$ cat src/rtl/core/assert_macros.svh
// Assertion macros shared by the motion mixer RTL.
`ifndef ASSERT_MACROS_SVH
`define ASSERT_MACROS_SVH
`ifndef SYNTHESIS
// Check that a property holds at every rising edge outside reset.
`define DSMM_ASSERT(label, clk, rst_n, prop) \
	label: assert property (@(posedge clk) disable iff (!rst_n) prop) \
	else $error("dsmm assertion failed");
// Check that a condition is never true outside reset.
`define DSMM_NEVER(label, clk, rst_n, cond) \
	label: assert property (@(posedge clk) disable iff (!rst_n) !(cond)) \
	else $error("dsmm forbidden condition seen");
`else
`define DSMM_ASSERT(label, clk, rst_n, prop)
`define DSMM_NEVER(label, clk, rst_n, cond)
`endif
`endif

$ cat src/rtl/core/dsmm_pkg.sv
// Shared types and constants of the dual-sensor motion mixer.
package dsmm_pkg;

	localparam int DataW   = 16;
	localparam int TimeW   = 32;
	localparam int MaskW   = 2;
	localparam int AxisW   = 2;
	localparam int CfgIdxW = 2;

	// Divider: magnitude of the twist sum is 17 bits, one quotient bit per step.
	localparam int DivW     = DataW + 1;
	localparam int DivSteps = DivW;
	localparam int DivCntW  = $clog2(DivSteps + 1);

	// Configuration register indexes.
	localparam logic [CfgIdxW-1:0] CFG_POINTER_IVL = 2'd0;
	localparam logic [CfgIdxW-1:0] CFG_WHEEL_IVL   = 2'd1;
	localparam logic [CfgIdxW-1:0] CFG_TWIST_DIV   = 2'd2;

	// Input axis codes.
	localparam logic [AxisW-1:0] AXIS_REL_X = 2'd0;
	localparam logic [AxisW-1:0] AXIS_REL_Y = 2'd1;

	// Report axis codes.
	localparam logic [AxisW-1:0] REP_PTR_X = 2'd0;
	localparam logic [AxisW-1:0] REP_PTR_Y = 2'd1;
	localparam logic [AxisW-1:0] REP_WHEEL = 2'd2;

	typedef enum logic [2:0] {
		ST_IDLE,
		ST_START,
		ST_DIV,
		ST_EMIT_X,
		ST_EMIT_Y,
		ST_EMIT_W
	} dsmm_state_t;

	// Commands from the controller to the datapath.
	typedef struct packed {
		logic accept;
		logic start;
		logic step;
		logic load_x;
		logic load_y;
		logic load_w;
	} dsmm_cmd_t;

	// Status from the datapath to the controller.
	typedef struct packed {
		logic div_done;
		logic emit_x;
		logic emit_y;
		logic emit_w;
		logic slot_free;
	} dsmm_sts_t;

endpackage

$ cat src/rtl/core/dsmm_datapath.sv
// Datapath of the motion mixer: sums, timers, serial divider and output register.
`include "assert_macros.svh"

module dsmm_datapath (
	input  logic                             clk,
	input  logic                             arst_n,
	input  logic                             cfg_we,
	input  logic [dsmm_pkg::CfgIdxW-1:0]     cfg_index,
	input  logic [dsmm_pkg::DataW-1:0]       cfg_wdata,
	input  logic [dsmm_pkg::MaskW-1:0]       in_mask,
	input  logic [dsmm_pkg::AxisW-1:0]       in_axis,
	input  logic signed [dsmm_pkg::DataW-1:0] in_delta,
	input  logic [dsmm_pkg::TimeW-1:0]       in_now,
	input  dsmm_pkg::dsmm_cmd_t              cmd,
	output dsmm_pkg::dsmm_sts_t              sts,
	output logic                             out_valid,
	input  logic                             out_ready,
	output logic [dsmm_pkg::AxisW-1:0]       out_axis,
	output logic signed [dsmm_pkg::DataW-1:0] out_value,
	output logic                             out_sync,
	output logic                             out_last
);
	import dsmm_pkg::*;

	logic [DataW-1:0]   ptr_ivl_q, whl_ivl_q, twist_div_q;
	logic [DataW-1:0]   sum_x_q, sum_y_q, twist_a_q, twist_b_q;
	logic [TimeW-1:0]   ptr_stamp_q, whl_stamp_q, now_q;
	logic               p_x_q, p_y_q, w_due_q, neg_q;
	logic [DivW-1:0]    quo_q;
	logic [DivW-1:0]    rem_q;
	logic [DivCntW-1:0] cnt_q;
	logic               out_valid_q;
	logic [AxisW-1:0]   out_axis_q;
	logic [DataW-1:0]   out_value_q;
	logic               out_sync_q, out_last_q;

	logic               xs, ys, ax_x, ax_y;
	logic [TimeW-1:0]   ptr_elapsed, whl_elapsed;
	logic               ptr_due;
	logic [DivW-1:0]    twist_sum, twist_mag;
	logic [DataW-1:0]   div_eff;
	logic [DivW-1:0]    dsr;
	logic [DivW:0]      rem_sh, rem_next;
	logic               rem_ge;
	logic [DivW-1:0]    quo_signed;
	logic               emit_w;
	logic               slot_free, load_any;

	// Configuration registers; writes to an unused index are dropped.
	always_ff @(posedge clk or negedge arst_n) begin
		if (!arst_n) begin
			ptr_ivl_q   <= '0;
			whl_ivl_q   <= '0;
			twist_div_q <= DataW'(1);
		end else if (cfg_we) begin
			unique case (cfg_index)
				CFG_POINTER_IVL: ptr_ivl_q   <= cfg_wdata;
				CFG_WHEEL_IVL:   whl_ivl_q   <= cfg_wdata;
				CFG_TWIST_DIV:   twist_div_q <= cfg_wdata;
				default: ;
			endcase
		end
	end

	// Event decode.
	assign xs   = in_mask[0];
	assign ys   = in_mask[1];
	assign ax_x = (in_axis == AXIS_REL_X);
	assign ax_y = (in_axis == AXIS_REL_Y);

	// Interval checks use wrap-around elapsed time.
	assign ptr_elapsed = now_q - ptr_stamp_q;
	assign whl_elapsed = now_q - whl_stamp_q;
	assign ptr_due     = ptr_elapsed > {{(TimeW-DataW){1'b0}}, ptr_ivl_q};

	// Sign-extended twist total and its magnitude for the divider.
	assign twist_sum = {twist_a_q[DataW-1], twist_a_q} + {twist_b_q[DataW-1], twist_b_q};
	assign twist_mag = twist_sum[DivW-1] ? (DivW'(0) - twist_sum) : twist_sum;

	// Divisor is twice the configured value, with zero taken as one.
	assign div_eff = (twist_div_q == '0) ? DataW'(1) : twist_div_q;
	assign dsr     = {div_eff, 1'b0};

	// One restoring division step.
	assign rem_sh   = {rem_q, quo_q[DivW-1]};
	assign rem_ge   = rem_sh >= {1'b0, dsr};
	assign rem_next = rem_ge ? (rem_sh - {1'b0, dsr}) : rem_sh;

	// Quotient truncated toward zero, sign restored.
	assign quo_signed = neg_q ? (DivW'(0) - quo_q) : quo_q;
	assign emit_w     = w_due_q && (quo_q != '0);

	assign slot_free = !out_valid_q || out_ready;
	assign load_any  = cmd.load_x || cmd.load_y || cmd.load_w;

	// Input capture and accumulation, and clearing on report.
	always_ff @(posedge clk or negedge arst_n) begin
		if (!arst_n) begin
			sum_x_q     <= '0;
			sum_y_q     <= '0;
			twist_a_q   <= '0;
			twist_b_q   <= '0;
			ptr_stamp_q <= '0;
			whl_stamp_q <= '0;
		end else begin
			if (cmd.accept) begin
				if (xs && ax_x) sum_x_q   <= sum_x_q + $unsigned(in_delta);
				if (ys && ax_y) sum_y_q   <= sum_y_q + $unsigned(in_delta);
				if (xs && ax_y) twist_a_q <= twist_a_q + $unsigned(in_delta);
				if (ys && ax_x) twist_b_q <= twist_b_q + $unsigned(in_delta);
			end
			if (cmd.load_x) begin
				sum_x_q     <= '0;
				ptr_stamp_q <= now_q;
			end
			if (cmd.load_y) begin
				sum_y_q     <= '0;
				ptr_stamp_q <= now_q;
			end
			if (cmd.load_w) begin
				twist_a_q   <= '0;
				twist_b_q   <= '0;
				whl_stamp_q <= now_q;
			end
		end
	end

	// Timestamp of the transaction under work.
	always_ff @(posedge clk) begin
		if (cmd.accept) now_q <= in_now;
	end

	// Report decisions and the serial divider.
	always_ff @(posedge clk or negedge arst_n) begin
		if (!arst_n) begin
			cnt_q   <= '0;
			p_x_q   <= 1'b0;
			p_y_q   <= 1'b0;
			w_due_q <= 1'b0;
		end else if (cmd.start) begin
			p_x_q   <= ptr_due && (sum_x_q != '0);
			p_y_q   <= ptr_due && (sum_y_q != '0);
			w_due_q <= whl_elapsed > {{(TimeW-DataW){1'b0}}, whl_ivl_q};
			cnt_q   <= DivCntW'(DivSteps);
		end else if (cmd.step) begin
			cnt_q <= cnt_q - DivCntW'(1);
		end
	end

	always_ff @(posedge clk) begin
		if (cmd.start) begin
			neg_q <= twist_sum[DivW-1];
			quo_q <= twist_mag;
			rem_q <= '0;
		end else if (cmd.step) begin
			quo_q <= {quo_q[DivW-2:0], rem_ge};
			rem_q <= rem_next[DivW-1:0];
		end
	end

	// Output register; the next result loads once the current one is taken.
	always_ff @(posedge clk or negedge arst_n) begin
		if (!arst_n) begin
			out_valid_q <= 1'b0;
		end else if (load_any) begin
			out_valid_q <= 1'b1;
		end else if (out_ready) begin
			out_valid_q <= 1'b0;
		end
	end

	always_ff @(posedge clk) begin
		if (cmd.load_x) begin
			out_axis_q  <= REP_PTR_X;
			out_value_q <= sum_x_q;
			out_sync_q  <= !p_y_q;
			out_last_q  <= !p_y_q && !emit_w;
		end else if (cmd.load_y) begin
			out_axis_q  <= REP_PTR_Y;
			out_value_q <= sum_y_q;
			out_sync_q  <= 1'b1;
			out_last_q  <= !emit_w;
		end else if (cmd.load_w) begin
			out_axis_q  <= REP_WHEEL;
			out_value_q <= quo_signed[DataW-1:0];
			out_sync_q  <= 1'b1;
			out_last_q  <= 1'b1;
		end
	end

	assign out_valid = out_valid_q;
	assign out_axis  = out_axis_q;
	assign out_value = $signed(out_value_q);
	assign out_sync  = out_sync_q;
	assign out_last  = out_last_q;

	// Status toward the controller.
	assign sts.div_done  = (cnt_q == '0);
	assign sts.emit_x    = p_x_q;
	assign sts.emit_y    = p_y_q;
	assign sts.emit_w    = emit_w;
	assign sts.slot_free = slot_free;

	`DSMM_ASSERT(a_load_needs_slot, clk, arst_n, load_any |-> slot_free)
	`DSMM_ASSERT(a_wheel_clears, clk, arst_n, cmd.load_w |=> (twist_a_q == '0 && twist_b_q == '0))
	`DSMM_NEVER(a_step_past_end, clk, arst_n, cmd.step && (cnt_q == '0))

endmodule

$ cat src/rtl/core/dsmm_ctrl.sv
// Controller state machine of the motion mixer.
`include "assert_macros.svh"

module dsmm_ctrl (
	input  logic                clk,
	input  logic                arst_n,
	input  logic                in_valid,
	output logic                in_ready,
	input  dsmm_pkg::dsmm_sts_t sts,
	output dsmm_pkg::dsmm_cmd_t cmd
);
	import dsmm_pkg::*;

	dsmm_state_t state_q, state_d;

	// State register.
	always_ff @(posedge clk or negedge arst_n) begin
		if (!arst_n) begin
			state_q <= ST_IDLE;
		end else begin
			state_q <= state_d;
		end
	end

	// Next state.
	always_comb begin
		state_d = state_q;
		unique case (state_q)
			ST_IDLE: begin
				if (in_valid) state_d = ST_START;
			end
			ST_START: begin
				state_d = ST_DIV;
			end
			ST_DIV: begin
				if (sts.div_done) begin
					priority if (sts.emit_x) state_d = ST_EMIT_X;
					else if (sts.emit_y)     state_d = ST_EMIT_Y;
					else if (sts.emit_w)     state_d = ST_EMIT_W;
					else                     state_d = ST_IDLE;
				end
			end
			ST_EMIT_X: begin
				if (sts.slot_free) begin
					priority if (sts.emit_y) state_d = ST_EMIT_Y;
					else if (sts.emit_w)     state_d = ST_EMIT_W;
					else                     state_d = ST_IDLE;
				end
			end
			ST_EMIT_Y: begin
				if (sts.slot_free) state_d = sts.emit_w ? ST_EMIT_W : ST_IDLE;
			end
			ST_EMIT_W: begin
				if (sts.slot_free) state_d = ST_IDLE;
			end
			default: state_d = ST_IDLE;
		endcase
	end

	// Outputs.
	always_comb begin
		cmd      = '0;
		in_ready = 1'b0;
		unique case (state_q)
			ST_IDLE: begin
				in_ready   = 1'b1;
				cmd.accept = in_valid;
			end
			ST_START:  cmd.start  = 1'b1;
			ST_DIV:    cmd.step   = !sts.div_done;
			ST_EMIT_X: cmd.load_x = sts.slot_free;
			ST_EMIT_Y: cmd.load_y = sts.slot_free;
			ST_EMIT_W: cmd.load_w = sts.slot_free;
			default: ;
		endcase
	end

	`DSMM_ASSERT(a_accept_starts, clk, arst_n, cmd.accept |=> (state_q == ST_START))
	`DSMM_ASSERT(a_div_holds, clk, arst_n,
		(state_q == ST_DIV && !sts.div_done) |=> (state_q == ST_DIV))
	`DSMM_ASSERT(a_one_load, clk, arst_n, $onehot0({cmd.load_x, cmd.load_y, cmd.load_w}))

endmodule

$ cat src/rtl/core/dual_sensor_motion_mixer_top.sv
// Top level of the dual-sensor motion mixer.
//
// Takes one motion event per input transaction and works on it alone: it accepts
// and accumulates the event, decides the pointer and wheel intervals and loads the
// divider, runs a restoring divider (one quotient bit per cycle) for the wheel
// value, sees the divider finish and picks the first result, then loads each
// result (pointer X, pointer Y, wheel) into the output register as its slot frees.
// A result sits in the output register while the next event is accepted. The user
// must write configuration only while no event is in work; the block itself does
// not enforce this.

module dual_sensor_motion_mixer_top (
	input  logic        clk,
	input  logic        arst_n,
	input  logic        cfg_we,
	input  logic [dsmm_pkg::CfgIdxW-1:0] cfg_index,
	input  logic [dsmm_pkg::DataW-1:0]   cfg_wdata,
	input  logic        s_tvalid,
	output logic        s_tready,
	input  logic [47:0] s_tdata,  // [15:0] delta, [47:16] now_ms
	input  logic [3:0]  s_tuser,  // [1:0] sensor_mask, [3:2] axis_code
	output logic        m_tvalid,
	input  logic        m_tready,
	output logic [15:0] m_tdata,  // [15:0] report_value
	output logic [2:0]  m_tuser,  // [1:0] report_axis, [2] report_sync
	output logic        m_tlast   // last_of_run
);
	import dsmm_pkg::*;

	dsmm_cmd_t                cmd;
	dsmm_sts_t                sts;
	logic [AxisW-1:0]         out_axis;
	logic signed [DataW-1:0]  out_value;
	logic                     out_sync;

	dsmm_ctrl u_ctrl (
		.clk      (clk),
		.arst_n   (arst_n),
		.in_valid (s_tvalid),
		.in_ready (s_tready),
		.sts      (sts),
		.cmd      (cmd)
	);

	dsmm_datapath u_datapath (
		.clk       (clk),
		.arst_n    (arst_n),
		.cfg_we    (cfg_we),
		.cfg_index (cfg_index),
		.cfg_wdata (cfg_wdata),
		.in_mask   (s_tuser[1:0]),
		.in_axis   (s_tuser[3:2]),
		.in_delta  ($signed(s_tdata[15:0])),
		.in_now    (s_tdata[47:16]),
		.cmd       (cmd),
		.sts       (sts),
		.out_valid (m_tvalid),
		.out_ready (m_tready),
		.out_axis  (out_axis),
		.out_value (out_value),
		.out_sync  (out_sync),
		.out_last  (m_tlast)
	);

	assign m_tdata = $unsigned(out_value);
	assign m_tuser = {out_sync, out_axis};

endmodule
$ cat config.mk
export PLATFORM = sky130hd
export DESIGN_NAME = dual_sensor_motion_mixer_top
export DESIGN_NICKNAME = d
export VERILOG_FILES = /design/src/rtl/core/dsmm_pkg.sv /design/src/rtl/core/dsmm_datapath.sv /design/src/rtl/core/dsmm_ctrl.sv /design/src/rtl/core/dual_sensor_motion_mixer_top.sv
export VERILOG_INCLUDE_DIRS = /design/src /design/src/rtl/core
export SDC_FILE = /design/constraint.sdc
export NUM_CORES = 1
export LEC_CHECK = 0
export BUFFER_PORTS_ARGS = -buffer_cell sky130_fd_sc_hd__buf_2
export CAP_MARGIN = 15
export CORE_UTILIZATION = 56
export DETAILED_ROUTE_END_ITERATION = 10
export GPL_TIMING_DRIVEN = 0
export PLACE_DENSITY = 0.71
export SLEW_MARGIN = 20
export SYNTH_ARGS = -nofsm -noshare
export SYNTH_HDL_FRONTEND = slang
export SYNTH_SLANG_ARGS = --single-unit
export TNS_END_PERCENT = 10
$ cat constraint.sdc
create_clock -name clk -period 4.7 [get_ports clk]
set_input_delay 0.705 -clock clk [delete_from_list [all_inputs] [get_ports clk]]
set_output_delay 0.705 -clock clk [all_outputs]
set_load 0.1 [all_outputs]
### Word level (Yosys, flattened, before mapping)

Cells that the tools add are included.

* add/subtract/negate cells: 11
* order comparisons: 3
* eq/ne operators: 13
* mux-type cells: 50
* reductions and logical operators: 44

Operators by type and width (count)
* 2-to-1 mux 16 bit: 17
* 2-to-1 mux 17 bit: 4
* adder 16 bit: 4
* > comparator 32 x 16 -> 1 bit: 2
* 2-to-1 mux 32 bit: 2
* subtractor 32 bit: 2
* nonzero test 16 bit: 2
* 2-to-1 mux 3 bit: 8
* nonzero test 2 bit: 11
* greater-or-equal comparator 18 x 17 -> 1 bit: 1
* case mux 3 bit (6 select lines): 1
* adder 16 x 16 -> 17 bit: 1
* nonzero test 17 bit: 1
* subtractor 1 x 17 -> 17 bit (first input constant): 1
* subtractor 17 bit: 1
* logical NOT 16 bit: 1
* 2-to-1 mux 1 bit: 16
* subtractor 1 x 16 -> 16 bit (first input constant): 1
* AND reduction 2 bit: 7
* 2-to-1 mux 5 bit: 2
* logical AND 1 bit: 8
* != test 2 x 1 -> 1 bit (second input constant): 4
* == test 3 x 2 -> 1 bit (second input constant): 2
* == test 3 bit (second input constant): 2
* other kinds (13): 20

* flip-flop bits (word level): 275
* bits of input ports: 75
* output and inout bits: 22
* word-level logic and storage cells: 145

### Logic depth before layout (Yosys ltp)

* depth in word-level cells: 7
* depth in mapped cells: 21
* mapped depth without buffers: 21

### By module

Synthesis repeated with hierarchy kept, for this count alone.

* cells, all modules: 2198
* area, all modules: 19446.2 µm²

Modules (own cells, without submodules)
* dsmm_datapath: instances 1, cells each 2161, area an instance 19104.6 µm², sequential area each 7053.0 µm²
* dsmm_ctrl: instances 1, cells each 36, area an instance 334.1 µm², sequential area each 75.1 µm²
* dual_sensor_motion_mixer_top: instances 1, cells each 1, area an instance 7.5 µm², sequential area each 0.0 µm²

### Worst setup path after synthesis

OpenSTA, ideal clock, no wires.

* kind: reg-to-reg
* start: register u_ctrl.state_q[1]
* end: register u_datapath.sum_x_q[14]
* library setup time: 0.131 ns
* arrival: 4.930 ns
* required time: 4.569 ns
* path slack: -0.362 ns
* stages on the path, launching flop included: 12
* buffers on the path: 2
* clock period less this slack: 5.062 ns
* path through: dfrtp_1 clkbuf_1 nor3_1 and2_1 nor2b_1 nand2_1 or2_2 clkbuf_1 nand3_1 o41ai_1 a31oi_1 nand3_1

RTL lines
* start, declared: RTL line dsmm_ctrl.sv:14 `dsmm_state_t state_q, state_d;`
* start signal, assigned: RTL line dsmm_ctrl.sv:21 `state_q <= state_d;`
* end signal, assigned: RTL line dsmm_datapath.sv:107 `if (xs && ax_x) sum_x_q <= sum_x_q + $unsigned(in_delta);`
* end, declared: RTL line dsmm_datapath.sv:26 `logic [DataW-1:0] sum_x_q, sum_y_q, twist_a_q, twist_b_q;`

### Final worst setup path

* start: register u_datapath.now_q[0]
* end: register u_datapath.w_due_q

* word-level cells in the longest chain between the ends: 2

Ends and longest elaborated chain
* start, declared: RTL line dsmm_datapath.sv:27 `logic [TimeW-1:0] ptr_stamp_q, whl_stamp_q, now_q;`
* start signal, assigned: RTL line dsmm_datapath.sv:130 `if (cmd.accept) now_q <= in_now;`
* subtractor 32 bit: RTL line dsmm_datapath.sv:73 `assign whl_elapsed = now_q - whl_stamp_q;`
* > comparator 32 x 16 -> 1 bit: RTL line dsmm_datapath.sv:143 `w_due_q <= whl_elapsed > {{(TimeW-DataW){1'b0}}, whl_ivl_q};`
* end signal, assigned: RTL line dsmm_datapath.sv:143
* end, declared: RTL line dsmm_datapath.sv:28 `logic p_x_q, p_y_q, w_due_q, neg_q;`

Every way passes these cells.
A chain may end at the register's enable or synchronous reset.

==> impl_metrics.json <==
{
  "io_pins": 97,
  "setup_tns_ps": 0,
  "p_int_uw": 9100,
  "firstDrtPassIters": 5,
  "fin_ws_ps": 146,
  "drt_iter0_markers": 1511,
  "ys.flop_type": "dfrtp_1",
  "setup.worst_path.class": "flip-flop to flip-flop",
  "tritoncts": "done",
  "clock_sinks": 275,
  "antenna_left": 0,
  "fp-row-count": 68,
  "ys_types": 82,
  "ys_seq_area_share_pct": 35.6,
  "power_uw": 17300,
  "cp_common_cell": "ha_1",
  "maxCapViolations": 0,
  "grt_max_degree": 89,
  "grt_pass1_wl_um": 88700,
  "synth_fp_nets": 2526,
  "place.port_buffers": 95,
  "avgViaCountPerCell": 6.18,
  "crit_required_ps": 5060,
  "place.gp.congestion": 0.937,
  "yosys_warnings": 0,
  "cellLeakagePower_uw": 0.0101,
  "cp_slowest_cell": "a2111oi_2",
  "synth-seq-cells": 275,
  "slowest_delay_ps": 510,
  "synthCells": 2253,
  "nNetsFinal": 2670,
  "multi_input_area_um2": 12100,
  "clk_latency_ps": 540,
  "syn_avg_cell_area_um2": 8.90,
  "power_frac_clock_pct": 16.2,
  "h-tree-depth": 2,
  "wl_per_cell_um": 19.7,
  "final_util_pct": 64.8,
  "wl_met2_um": 25200,
  "filler_cell_count": 2926,
  "setup.worst_path.start_class": "flip-flop",
  "critical-path-top-delay-family": "compound AO/OA/AOI/OAI gates",
  "period_share_pct": 96.9,
  "cts_buffers": 34,
  "root_buffer": "clkbuf_16",
  "grtUsageTotal_pct": 31.0,
  "hp-class": "input port to asynchronous set/reset pin",
  "ir_drop_uv": 491,
  "path_max_fanout": 3,
  "ys_async_sr_fraction_pct": 68.4,
  "dpl.hpwl_um": 43100,
  "crit_path_cell_trace": "inv_2 > ha_1 > inv_1 > fa_1 > a211oi_1 > o21ai_0 > a2111oi_2 > nor2_1 > xor2_1 > ha_1 > nand4_1 > nor4_2 > o2111ai_1 > nor4_1 > a21oi_1",
  "grt-ovfl-total": 0,
  "drv_slew": 0,
  "hold_violations": 0,
  "path_buf_inv": 2,
  "synth_edf_count": 68,
  "drive_gt1_share_pct": 12.0,
  "die_y_um": 191,
  "initial_core_util_pct": 57.5,
  "final_area_um2": 22600,
  "worst_pin_slew_ps": 959,
  "die_x_um": 191,
  "p_comb_share_pct": 59.3,
  "netSwitchingFraction_pct": 47.5,
  "via_count": 17779,
  "place_ws_ps": -986,
  "dieArea_um2": 36600,
  "core-area_um2": 34900,
  "status": "finished clean",
  "sequentialPowerShare_pct": 24.5,
  "max_freq_ghz": 0.220,
  "cts_hold_buf": 0,
  "clock_path_buffers": 3,
  "arrival_ps": 4920,
  "met3_length_um": 4350,
  "drt-met1-wl_um": 26000,
  "relSlewSlack_pct": 35.2,
  "layout_common_cells": "nand2_1 (207), o21ai_0 (196), ha_1 (187), dfrtp_1 (187), inv_1 (184)",
  "power_switching_uw": 8220,
  "antenna_found_initial": 0,
  "synth_area_um2": 20000,
  "final_common_cell": "nand2_1",
  "finalSetupViolCount": 0,
  "clk_pin_slew_ps": 60,
  "p_per_area_nw_per_um2": 766,
  "wl_um": 56800,
  "grt_pass1_vias": 16503,
  "place_area_um2": 21200,
  "end_kind": "flip-flop",
  "highest_layer": "met4",
  "drc": 0,
  "seqCellArea_um2": 7130,
  "skew_ps": 22.3,
  "area_delta_synth_final_pct": 12.8,
  "min_period_ps": 4550
}
## synth_stat cells, types with 28 or more instances
master	number	area [um2]
nand2_1	207	777
o21ai_0	196	981
ha_1	190	2380
dfrtp_1	187	4680
inv_1	185	694
a21oi_1	144	721
nor2_1	108	405
nand3_1	107	536
xnor2_1	75	657
clkbuf_1	74	278
edfxtp_1	68	2040
mux2_2	66	743
xor2_1	55	482
a21o_1	54	405
nor3_1	39	195
o31ai_1	32	240
nand4_1	28	175
## final cells by class
cell class,instances,area share [%]
flip-flops and latches,275,31.5
plain buffers,81,1.38
multi-input cells,1712,53.4
clock inverters,13,0.852
repair buffers,108,2.84
clock buffers,49,4.38
inverters,185,3.07
well taps,455,2.52
diodes,1,0.0111
## worst reg2reg max path, stage by stage (launching register included)
cell and delay, ps:
edfxtp_1 400, inv_2 110, ha_1 190, inv_1 60
fa_1 410, a211oi_1 300, o21ai_0 220, a2111oi_2 510
nor2_1 200, xor2_1 200, ha_1 330, nand4_1 180
nor4_2 450, o2111ai_1 190, nor4_1 460, a21oi_1 180
## cells by family (layout without fill, tap and decap cells)
kind of cell / count (synthesis) / after routing / synth area share, %
AO/OA/AOI/OAI: 649 / 649 / 20.6
other: 0 / 1 / 0
buffers and inverters: 266 / 436 / 5.02
adder cells (fa/ha/maj): 198 / 198 / 12.7
flip-flops: 275 / 275 / 35.6
XOR/XNOR: 130 / 130 / 5.68
multiplexers: 75 / 75 / 4.16
AND/OR/NAND/NOR: 660 / 660 / 16.4
## through the flow
stage,instances,hold WS [ps]
after floorplan,2253,409
after global placement,2803,436
after detailed placement,2807,437
after CTS,2875,43.2
after global routing,2878,52.3
final,2879,39.8
## state kept, by name, summed over array words and instances, names as in the netlist, 2 cells and up
signal,count
u_datapath.now_q,32
u_datapath.cnt_q,5
u_datapath.twist_div_q,16
u_datapath.whl_ivl_q,16
u_datapath.ptr_ivl_q,16
u_datapath.sum_x_q,16
u_datapath.rem_q,17
u_ctrl.state_q,3
u_datapath.sum_y_q,16
u_datapath.quo_q,17
u_datapath.out_value,16
u_datapath.whl_stamp_q,32
u_datapath.twist_b_q,16
u_datapath.ptr_stamp_q,32
u_datapath.twist_a_q,16
u_datapath.out_axis,2
## worst paths after layout
check | startpoint | endpoint | slack [ps] | cells after the start
hold / removal | arst_n | u_datapath.twist_div_q[6] | 40 | 1
min in group clk | s_tdata[37] | u_datapath.now_q[21] | 340 | 1
setup reg to reg | u_datapath.now_q[0] | u_datapath.w_due_q | 150 | 15
hold reg to reg | u_datapath.out_axis[1] | u_datapath.out_axis[1] | 450 | 2
setup / recovery | u_datapath.now_q[0] | u_datapath.w_due_q | 150 | 15
max in group asynchronous | arst_n | u_datapath.twist_a_q[10] | 3880 | 2
## what timing repair did
action                                  in CTS  in global routing
setup buffers                                6                  3
endpoints found under the setup margin       3                  3
gates resized for setup                     17                 14
pin swaps                                    8                 16
## layer usage
layer	track usage [%]	vias to the layer above
met3	5.20	77
met4	8.18	0
met1	44.8	8547
met5	0	-
met2	47.9	650
li1	-	8505
## power by group through the flow
stage | clock network (uW) | registers (uW) | logic [uW]
after floorplan | 0 | 4530 | 7040
after global placement | 0 | 4220 | 9490
after detailed placement | 0 | 4240 | 9790
after CTS | 2850 | 4210 | 10000
after global routing | 2950 | 4320 | 11400
final | 2810 | 4240 | 10300
No activity file was read; power rests on OpenSTA's default activity.
